`src/design/rasm_pkg.sv`:
```
package rasm_pkg;

  // Configuration port
  localparam int unsigned CFG_IDX_W  = 3;
  localparam int unsigned CFG_DATA_W = 16;

  // Register indexes
  localparam logic [CFG_IDX_W-1:0] CFG_PROBE     = 3'd0;
  localparam logic [CFG_IDX_W-1:0] CFG_WINDOW    = 3'd1;
  localparam logic [CFG_IDX_W-1:0] CFG_MIN_EDGES = 3'd2;
  localparam logic [CFG_IDX_W-1:0] CFG_DEBOUNCE  = 3'd3;
  localparam logic [CFG_IDX_W-1:0] CFG_FACTOR    = 3'd4;
  localparam logic [CFG_IDX_W-1:0] CFG_OFFSET    = 3'd5;

  // Register reset values
  localparam logic [15:0] RST_PROBE     = 16'd2000;
  localparam logic [15:0] RST_WINDOW    = 16'd10000;
  localparam logic [7:0]  RST_MIN_EDGES = 8'd2;
  localparam logic [7:0]  RST_DEBOUNCE  = 8'd5;
  localparam logic [15:0] RST_FACTOR    = 16'd2731;
  localparam logic [15:0] RST_OFFSET    = 16'd0;

  // Datapath constants
  localparam logic [7:0]  SINCE_MAX = 8'hFF;
  localparam logic [15:0] TALLY_MAX = 16'hFFFF;
  localparam logic [15:0] SPEED_MAX = 16'hFFFF;
  localparam int unsigned MS_PER_S  = 1000;
  // factor * edges * 1000 stays below 2^42; the rounding term adds one bit
  localparam int unsigned PROD_W    = 32;
  localparam int unsigned DVD_W     = 43;

  typedef enum logic [1:0] {
    PH_IDLE,
    PH_PROBE,
    PH_WINDOW
  } phase_e;

  typedef enum logic [2:0] {
    ST_READY,
    ST_MUL,
    ST_SCALE,
    ST_DIV_INIT,
    ST_DIV,
    ST_ADJUST,
    ST_PUSH
  } ctrl_state_e;

  typedef struct packed {
    logic clear;
    logic advance;
    logic load_calm;
    logic mul;
    logic scale;
    logic div_init;
    logic div_step;
    logic adjust;
  } rasm_cmd_t;

  typedef struct packed {
    logic probe_done;
    logic window_done;
    logic below_min;
    logic div_last;
  } rasm_stat_t;

endpackage

```
`src/design/rasm_ctrl.sv`:
```
module rasm_ctrl (
  input  logic                 clk_i,
  input  logic                 rst_ni,
  input  logic                 tick_valid_i,
  input  logic                 start_req_i,
  input  logic                 out_free_i,
  input  rasm_pkg::rasm_stat_t stat_i,
  output logic                 tick_ready_o,
  output logic                 push_o,
  output rasm_pkg::rasm_cmd_t  cmd_o
);

  rasm_pkg::ctrl_state_e state_q, state_d;
  rasm_pkg::phase_e      phase_q, phase_d;
  logic                  accept;

  assign tick_ready_o = (state_q == rasm_pkg::ST_READY);
  assign accept       = tick_valid_i && tick_ready_o;

  // State and measurement phase registers
  always_ff @(posedge clk_i or negedge rst_ni) begin
    if (!rst_ni) begin
      state_q <= rasm_pkg::ST_READY;
      phase_q <= rasm_pkg::PH_IDLE;
    end else begin
      state_q <= state_d;
      phase_q <= phase_d;
    end
  end

  // Next state
  always_comb begin
    state_d = state_q;
    phase_d = phase_q;
    case (state_q)
      rasm_pkg::ST_READY: begin
        if (accept) begin
          if (start_req_i) begin
            phase_d = rasm_pkg::PH_PROBE;
          end else if (phase_q == rasm_pkg::PH_PROBE) begin
            if (stat_i.probe_done) begin
              if (stat_i.below_min) begin
                phase_d = rasm_pkg::PH_IDLE;
                state_d = rasm_pkg::ST_PUSH;
              end else if (stat_i.window_done) begin
                phase_d = rasm_pkg::PH_IDLE;
                state_d = rasm_pkg::ST_MUL;
              end else begin
                phase_d = rasm_pkg::PH_WINDOW;
              end
            end
          end else if (phase_q == rasm_pkg::PH_WINDOW && stat_i.window_done) begin
            phase_d = rasm_pkg::PH_IDLE;
            state_d = rasm_pkg::ST_MUL;
          end
        end
      end
      rasm_pkg::ST_MUL:      state_d = rasm_pkg::ST_SCALE;
      rasm_pkg::ST_SCALE:    state_d = rasm_pkg::ST_DIV_INIT;
      rasm_pkg::ST_DIV_INIT: state_d = rasm_pkg::ST_DIV;
      rasm_pkg::ST_DIV: begin
        if (stat_i.div_last) begin
          state_d = rasm_pkg::ST_ADJUST;
        end
      end
      rasm_pkg::ST_ADJUST:   state_d = rasm_pkg::ST_PUSH;
      rasm_pkg::ST_PUSH: begin
        if (out_free_i) begin
          state_d = rasm_pkg::ST_READY;
        end
      end
      default:               state_d = rasm_pkg::ST_READY;
    endcase
  end

  // Commands to the datapath
  always_comb begin
    cmd_o  = '0;
    push_o = 1'b0;
    case (state_q)
      rasm_pkg::ST_READY: begin
        if (accept) begin
          if (start_req_i) begin
            cmd_o.clear = 1'b1;
          end else if (phase_q == rasm_pkg::PH_PROBE || phase_q == rasm_pkg::PH_WINDOW) begin
            cmd_o.advance   = 1'b1;
            cmd_o.load_calm = (phase_q == rasm_pkg::PH_PROBE) && stat_i.probe_done &&
                              stat_i.below_min;
          end
        end
      end
      rasm_pkg::ST_MUL:      cmd_o.mul      = 1'b1;
      rasm_pkg::ST_SCALE:    cmd_o.scale    = 1'b1;
      rasm_pkg::ST_DIV_INIT: cmd_o.div_init = 1'b1;
      rasm_pkg::ST_DIV:      cmd_o.div_step = 1'b1;
      rasm_pkg::ST_ADJUST:   cmd_o.adjust   = 1'b1;
      rasm_pkg::ST_PUSH:     push_o         = out_free_i;
      default:               cmd_o          = '0;
    endcase
  end

endmodule

```
`src/design/rasm_dp.sv`:
```
module rasm_dp #(
  parameter int unsigned TIME_BITS = 16
) (
  input  logic                           clk_i,
  input  logic                           rst_ni,
  input  logic                           cfg_we_i,
  input  logic [rasm_pkg::CFG_IDX_W-1:0] cfg_idx_i,
  input  logic [rasm_pkg::CFG_DATA_W-1:0] cfg_wdata_i,
  input  logic                           reed_fall_i,
  input  rasm_pkg::rasm_cmd_t            cmd_i,
  output rasm_pkg::rasm_stat_t           stat_o,
  output logic [15:0]                    speed_o,
  output logic                           calm_o,
  output logic [15:0]                    edge_total_o
);

  localparam int unsigned DEN_W = TIME_BITS + 4;
  localparam int unsigned CMP_W = (TIME_BITS > 16) ? TIME_BITS : 16;
  localparam int unsigned CNT_W = $clog2(rasm_pkg::DVD_W);

  // Configuration registers
  logic [15:0] probe_q, window_q, factor_q, offset_q;
  logic [7:0]  min_edges_q, debounce_q;

  always_ff @(posedge clk_i or negedge rst_ni) begin
    if (!rst_ni) begin
      probe_q     <= rasm_pkg::RST_PROBE;
      window_q    <= rasm_pkg::RST_WINDOW;
      min_edges_q <= rasm_pkg::RST_MIN_EDGES;
      debounce_q  <= rasm_pkg::RST_DEBOUNCE;
      factor_q    <= rasm_pkg::RST_FACTOR;
      offset_q    <= rasm_pkg::RST_OFFSET;
    end else if (cfg_we_i) begin
      case (cfg_idx_i)
        rasm_pkg::CFG_PROBE:     probe_q     <= cfg_wdata_i;
        rasm_pkg::CFG_WINDOW:    window_q    <= cfg_wdata_i;
        rasm_pkg::CFG_MIN_EDGES: min_edges_q <= cfg_wdata_i[7:0];
        rasm_pkg::CFG_DEBOUNCE:  debounce_q  <= cfg_wdata_i[7:0];
        rasm_pkg::CFG_FACTOR:    factor_q    <= cfg_wdata_i;
        rasm_pkg::CFG_OFFSET:    offset_q    <= cfg_wdata_i;
        default:                 ;
      endcase
    end
  end

  // Measurement counters
  logic [TIME_BITS-1:0] elapsed_q, elapsed_inc;
  logic [15:0]          tally_q, tally_inc;
  logic [7:0]           since_q, since_inc;
  logic                 count_edge;

  assign elapsed_inc = (&elapsed_q) ? elapsed_q : elapsed_q + 1'b1;
  assign since_inc   = (since_q == rasm_pkg::SINCE_MAX) ? since_q : since_q + 8'd1;
  assign count_edge  = reed_fall_i && (since_inc >= debounce_q);
  assign tally_inc   = (count_edge && tally_q != rasm_pkg::TALLY_MAX) ? tally_q + 16'd1
                                                                       : tally_q;

  always_ff @(posedge clk_i or negedge rst_ni) begin
    if (!rst_ni) begin
      elapsed_q <= '0;
      tally_q   <= '0;
      since_q   <= rasm_pkg::SINCE_MAX;
    end else if (cmd_i.clear) begin
      elapsed_q <= '0;
      tally_q   <= '0;
      since_q   <= rasm_pkg::SINCE_MAX;
    end else if (cmd_i.advance) begin
      elapsed_q <= elapsed_inc;
      tally_q   <= tally_inc;
      since_q   <= count_edge ? 8'd0 : since_inc;
    end
  end

  // End tests; a target beyond the elapsed range is met at saturation
  assign stat_o.probe_done  = (CMP_W'(elapsed_inc) >= CMP_W'(probe_q)) || (&elapsed_inc);
  assign stat_o.window_done = (CMP_W'(elapsed_inc) >= CMP_W'(window_q)) || (&elapsed_inc);
  assign stat_o.below_min   = (tally_inc < {8'd0, min_edges_q});

  // Speed arithmetic: two multiply steps, a rounding add, then a restoring divider one bit per cycle
  logic [rasm_pkg::PROD_W-1:0] prod_q;
  logic [rasm_pkg::DVD_W-1:0]  dvd_q;
  logic [DEN_W-1:0]            rem_q, den;
  logic [DEN_W:0]              rem_sh;
  logic                        fit;
  logic [CNT_W-1:0]            cnt_q;

  assign den    = {elapsed_q, 4'b0000};
  assign rem_sh = {rem_q, dvd_q[rasm_pkg::DVD_W-1]};
  assign fit    = (rem_sh >= {1'b0, den});
  assign stat_o.div_last = (cnt_q == CNT_W'(rasm_pkg::DVD_W - 1));

  always_ff @(posedge clk_i) begin
    if (cmd_i.mul) begin
      prod_q <= rasm_pkg::PROD_W'(factor_q) * rasm_pkg::PROD_W'(tally_q);
    end
    if (cmd_i.scale) begin
      dvd_q <= rasm_pkg::DVD_W'(prod_q) * rasm_pkg::DVD_W'(rasm_pkg::MS_PER_S);
    end else if (cmd_i.div_init) begin
      // half the divisor for round half up
      dvd_q <= dvd_q + rasm_pkg::DVD_W'({elapsed_q, 3'b000});
    end else if (cmd_i.div_step) begin
      dvd_q <= {dvd_q[rasm_pkg::DVD_W-2:0], fit};
    end
    if (cmd_i.div_init) begin
      rem_q <= '0;
      cnt_q <= '0;
    end else if (cmd_i.div_step) begin
      rem_q <= DEN_W'(fit ? rem_sh - {1'b0, den} : rem_sh);
      cnt_q <= cnt_q + 1'b1;
    end
  end

  // Offset and clamp
  logic [16:0]        q_clip;
  logic signed [18:0] sum;
  logic [15:0]        speed_final;

  assign q_clip = (|dvd_q[rasm_pkg::DVD_W-1:17]) ? 17'h1FFFF : dvd_q[16:0];
  assign sum    = $signed({2'b00, q_clip}) + $signed({{3{offset_q[15]}}, offset_q});

  always_comb begin
    if (sum[18]) begin
      speed_final = '0;
    end else if (|sum[17:16]) begin
      speed_final = rasm_pkg::SPEED_MAX;
    end else begin
      speed_final = sum[15:0];
    end
  end

  // Result registers
  logic [15:0] speed_q, total_q;
  logic        calm_q;

  always_ff @(posedge clk_i) begin
    if (cmd_i.load_calm) begin
      speed_q <= '0;
      calm_q  <= 1'b1;
      total_q <= tally_inc;
    end else if (cmd_i.adjust) begin
      speed_q <= speed_final;
      calm_q  <= 1'b0;
      total_q <= tally_q;
    end
  end

  assign speed_o      = speed_q;
  assign calm_o       = calm_q;
  assign edge_total_o = total_q;

endmodule

```
`src/design/reed_anemometer_speed_meter_core.sv`:
```
// Cup anemometer speed meter. Each input transfer is one millisecond tick carrying a start
// request and a debounced-candidate reed falling edge. The tick that closes a probe with too
// few edges yields a calm result and holds s_axis_tready low through the hand-off to the
// output register; the tick that closes the averaging window holds it low through two
// multiply steps, the rounding add, 43 steps of the bit-serial divider, offset/clamp and
// the hand-off to the output register. A result waits in the output register while further
// ticks are taken; if it is still waiting when the next result is ready, s_axis_tready stays
// low until it is taken.
module reed_anemometer_speed_meter_core #(
  parameter int unsigned TIME_BITS = 16
) (
  input  logic                            clk_i,
  input  logic                            rst_ni,
  // tdata: [0] start_req, [1] reed_fall, [7:2] zero
  input  logic                            s_axis_tvalid,
  output logic                            s_axis_tready,
  input  logic [7:0]                      s_axis_tdata,
  // tdata: [15:0] speed, [31:16] edge_total
  output logic                            m_axis_tvalid,
  input  logic                            m_axis_tready,
  output logic [31:0]                     m_axis_tdata,
  // tuser: [0] calm
  output logic                            m_axis_tuser,
  input  logic                            cfg_we_i,
  input  logic [rasm_pkg::CFG_IDX_W-1:0]  cfg_idx_i,
  input  logic [rasm_pkg::CFG_DATA_W-1:0] cfg_wdata_i
);

  rasm_pkg::rasm_cmd_t  cmd;
  rasm_pkg::rasm_stat_t stat;
  logic                 push, out_free;
  logic [15:0]          speed, edge_total;
  logic                 calm;

  rasm_ctrl u_ctrl (
    .clk_i        (clk_i),
    .rst_ni       (rst_ni),
    .tick_valid_i (s_axis_tvalid),
    .start_req_i  (s_axis_tdata[0]),
    .out_free_i   (out_free),
    .stat_i       (stat),
    .tick_ready_o (s_axis_tready),
    .push_o       (push),
    .cmd_o        (cmd)
  );

  rasm_dp #(
    .TIME_BITS (TIME_BITS)
  ) u_dp (
    .clk_i        (clk_i),
    .rst_ni       (rst_ni),
    .cfg_we_i     (cfg_we_i),
    .cfg_idx_i    (cfg_idx_i),
    .cfg_wdata_i  (cfg_wdata_i),
    .reed_fall_i  (s_axis_tdata[1]),
    .cmd_i        (cmd),
    .stat_o       (stat),
    .speed_o      (speed),
    .calm_o       (calm),
    .edge_total_o (edge_total)
  );

  // Output register
  logic        m_valid_q;
  logic [31:0] m_data_q;
  logic        m_user_q;

  assign out_free = !m_valid_q || m_axis_tready;

  always_ff @(posedge clk_i or negedge rst_ni) begin
    if (!rst_ni) begin
      m_valid_q <= 1'b0;
    end else if (push) begin
      m_valid_q <= 1'b1;
    end else if (m_axis_tready) begin
      m_valid_q <= 1'b0;
    end
  end

  always_ff @(posedge clk_i) begin
    if (push) begin
      m_data_q <= {edge_total, speed};
      m_user_q <= calm;
    end
  end

  assign m_axis_tvalid = m_valid_q;
  assign m_axis_tdata  = m_data_q;
  assign m_axis_tuser  = m_user_q;

endmodule

```
`config.mk`:
```
export PLATFORM = sky130hd
export DESIGN_NAME = reed_anemometer_speed_meter_core
export DESIGN_NICKNAME = d
export VERILOG_FILES = /design/src/design/rasm_pkg.sv /design/src/design/rasm_ctrl.sv /design/src/design/rasm_dp.sv /design/src/design/reed_anemometer_speed_meter_core.sv
export SDC_FILE = /design/constraint.sdc
export NUM_CORES = 2
export LEC_CHECK = 0
export BUFFER_PORTS_ARGS = -buffer_cell sky130_fd_sc_hd__buf_2
export CAP_MARGIN = 20
export CORE_MARGIN = 5
export CORE_UTILIZATION = 60
export CTS_CLUSTER_SIZE = 8
export DETAILED_ROUTE_END_ITERATION = 7
export PLACE_DENSITY = 0.85
export SLEW_MARGIN = 30
export SYNTH_ARGS = -nofsm -noshare
export SYNTH_HDL_FRONTEND = slang
export SYNTH_SLANG_ARGS = --single-unit
```
`constraint.sdc`:
```
create_clock -name clk_i -period 8.5 [get_ports clk_i]
set_input_delay 0.425 -clock clk_i [delete_from_list [all_inputs] [get_ports clk_i]]
set_output_delay 0.425 -clock clk_i [all_outputs]
set_load 0.02 [all_outputs]
```
==> key figures <==
Status
  • Status: complete, no violations

Timing
  • Setup TNS: 0 ps
  • Period utilization: between 90% and 100%
  • Fin crit period: between 7000 and 8000 ps
  • Slew Limit Fails: 0
  • Worst Clk Skew: ~24 ps
  • RSZ-0062 raised after global routing: no
  • Hold Vio Cnt, Final: 0
  • Max frequency: 0.1290 GHz
  • Worst-Margin Slew: ~1000 ps
  • Final worst slack: 747.9 ps
  • # setup viols final: 0
  • Slew HR: between 30% and 40%

Clock network
  • Worst-Skew Late Latency: ~580 ps
  • CTS tree: yes
  • Postcts setup bufs: 0
  • Clk pin slew, worst setup/hold paths: around 50 ps
  • CTS Sinks: 293
  • Number of H-tree levels: 2
  • Post-cts repair resize count: 0
  • CTS root buffer: clkbuf_16
  • Number of buffers created by CTS: 43
  • CTS Hold Buffers Added: 1
  • CTS Buffer Depth: 3

Cells and area
  • Share of layout cells above drive strength 1: ~8.3%
  • Fillers: between 3000 and 4000
  • Nets: 3707
  • Multi-input logic area: around 20000 sq um
  • Area growth, synth to finish: 7.473%
  • Finished Core Util: between 60 and 70%
  • Most common cell after layout, fill and taps aside: inv_1
  • Reg area: between 7000 and 8000 sq um
  • Commonest cells after routing, fill and taps aside: 371 x inv_1, 322 x nand2_1, 315 x fa_1

Logic synthesis
  • Synthesized instance count: 3054
  • #FFs+latches synth: 293
  • Ys Warns: 0
  • Syn Area/Cell: between 9 and 10 sq um
  • Post-synth EDFFs: 120
  • Sequential-to-total area share from yosys stat: 26.17%
  • Ys async rst share: a little over two fifths
  • Post-Syn Nets: about 3700
  • Primary FF master, synth: edfxtp_1
  • Unique masters post-synth: between 90 and 100
  • Mapped Area: 29550 sq um

Job
  • MaxCap Viol Count: 0

Placed design
  • DP Worst Slack: ~1000 ps
  • Number of port buffers: 60
  • Hpwl dp: about 56000 um
  • RD Place Congestion: 1.007

Floorplanning
  • Standard-cell rows: 81
  • # IOs: between 60 and 70
  • Initial Utilization: 60.49%
  • Die H: between 200 and 250 um
  • Die extent in x: 231.9 um
  • Core Box Area: between 40000 and 50000 sq um
  • Die area: about 54000 sq um

Critical path
  • Worst path most repeated cell: nor2_1
  • Endpoint type of the worst setup path: register
  • Worst Path Max Fanout: 17
  • Flop2flop setup slack: around 750 ps
  • Crit path kind: register to register
  • Max incr delay on CP: 620 ps
  • CP startpoint kind: register
  • Worst path slowest cell: inv_1
  • Crit path required time: 8690 ps
  • WP data arrival: roughly 7900 ps

Detailed routing
  • DRT iter0 DRCs: around 2100
  • Wire length per cell: 19.76 um
  • TritonRoute pass-1 iters: 7
  • Drc violations: 0
  • Via density: 6.159
  • DRT antenna net count: 0
  • DRT Wirelength: roughly 74000 um
  • Via count: roughly 23000

Global route
  • Overall routing resource usage: around 28%
  • Largest net degree at the start of global routing: around 70
  • Initial antenna violation count: 1
  • First-pass GRT wire length: roughly 120000 um
  • Total congestion overflow: 0
  • Vias in the first global route: 24120

Min path
  • Hold Crit Class: input pin to register
synthesized netlist by cell type, types with 6 or more instances:
master     count  share of area [%]
o21bai_1      17               0.43
a22oi_1        7               0.18
xnor2_1       86                2.5
mux2i_1       15               0.51
a221o_1       18               0.61
nand4_1       28               0.59
clkbuf_1     105                1.3
a311oi_1       6               0.18
mux2_2        46                1.8
fa_1         315                 21
nor2_1       141                1.8
or3_1         27               0.57
a2111oi_0      6               0.18
edfxtp_1     120                 12
a22o_1         9               0.27
a31oi_1       21               0.44
a21oi_1      152                2.6
o21ai_1        7               0.12
o31ai_1       24               0.61
a21o_1        49                1.2
nand2_1      322                4.1
and3_1        17               0.36
o21ai_0      157                2.7
nor2b_1       18               0.38
o21a_1        23               0.58
o22ai_1        8               0.17
dfstp_2       29                2.6
nor3b_1        6               0.15
dfxtp_1       47                3.2
ha_1         293                 12
buf_1          8               0.10
nand3_1       53               0.90
o211ai_1       6               0.15
nor3_1        52               0.88
and4_1         6               0.18
dfrtp_1       97                8.2
nor4_1        12               0.25
xor2_1        48                1.4
inv_1        371                4.7
and2_1       130                2.8
nand2b_1      30               0.64
o311ai_0       7               0.21
a211oi_1      22               0.56
o41ai_1        7               0.21
cells by family (layout without fill, tap and decap cells):
kind of cell / Yosys count / after routing / synth area share, %
AO/OA/AOI/OAI: 588 / 588 / 12.75
XOR/XNOR: 134 / 134 / 3.972
adder cells (fa/ha/maj): 608 / 608 / 33.75
buffers and inverters: 492 / 538 / 6.334
flip-flops: 293 / 293 / 26.17
multiplexers: 62 / 62 / 2.299
other: 0 / 1 / 0
AND/OR/NAND/NOR: 877 / 877 / 14.73
worst max-delay path: cells and delay by family (launching register included):
family          cells  cell delay [ps]
xor+xnor            2              420
simple gates       14             3430
compound gates      7             1350
fa+ha+maj           3              700
flops               1              570
buf+inv             2              860
layer usage:
| metal | global-route usage [%] | up-vias | share of wire [%] |
|---|---|---|---|
| met1 | 35.47 | 11480 | 39 |
| met4 | 11.91 | 0 | 4.6 |
| met5 | 0 | - | 0 |
| li1 | - | 10410 | - |
| met2 | 47.51 | 1041 | 49 |
| met3 | 5.001 | 255 | 7.5 |
sequential cells by signal, indices dropped and copies added, names as in the netlist, 20 cells and up, named ones only:
register and count:
u_dp.rem_q 20, u_dp.prod_q 32, m_axis_tdata 32, u_dp.dvd_q 40
stage by stage:
step	hold slack (ps)	instance area, sq um	instances
global route	132.8	31760	3764
floorplan	129.4	29550	3054
finish	136.3	31760	3765
CTS	111.2	31750	3764
global placement	403.1	30450	3684
detailed placement	406.2	30480	3685
final timing paths:
check	to	start	cells after the start
setup / recovery	u_dp.edge_total_o[15]$_DFFE_PP_	u_dp.since_q[0]$_DFFE_PN1P_	28
hold / removal	u_dp.window_q[13]$_DFFE_PN1P_	cfg_wdata_i[13]	3
setup reg to reg	u_dp.edge_total_o[15]$_DFFE_PP_	u_dp.since_q[0]$_DFFE_PN1P_	28
hold reg to reg	m_axis_tdata[18]$_DFFE_PP_	u_dp.edge_total_o[2]$_DFFE_PP_	0
max in group asynchronous	u_dp.tally_q[6]$_DFFE_PN0P_	rst_ni	3
min in group asynchronous	u_dp.window_q[3]$_DFFE_PN0P_	rst_ni	2
final cells by class:
class / instances / share of cell area, %
antenna: 1 / 0.007879
clock buffer: 72 / 3.762
clock inverter: 6 / 0.2127
inverter: 371 / 4.385
multi-input combinational: 2269 / 62.94
sequential: 293 / 24.35
tap: 664 / 2.616
timing repair buffer: 89 / 1.722
Power is left out: the tool's default activity adds up to more than one toggle a clock period on the data nets, which glitch-free logic cannot reach.
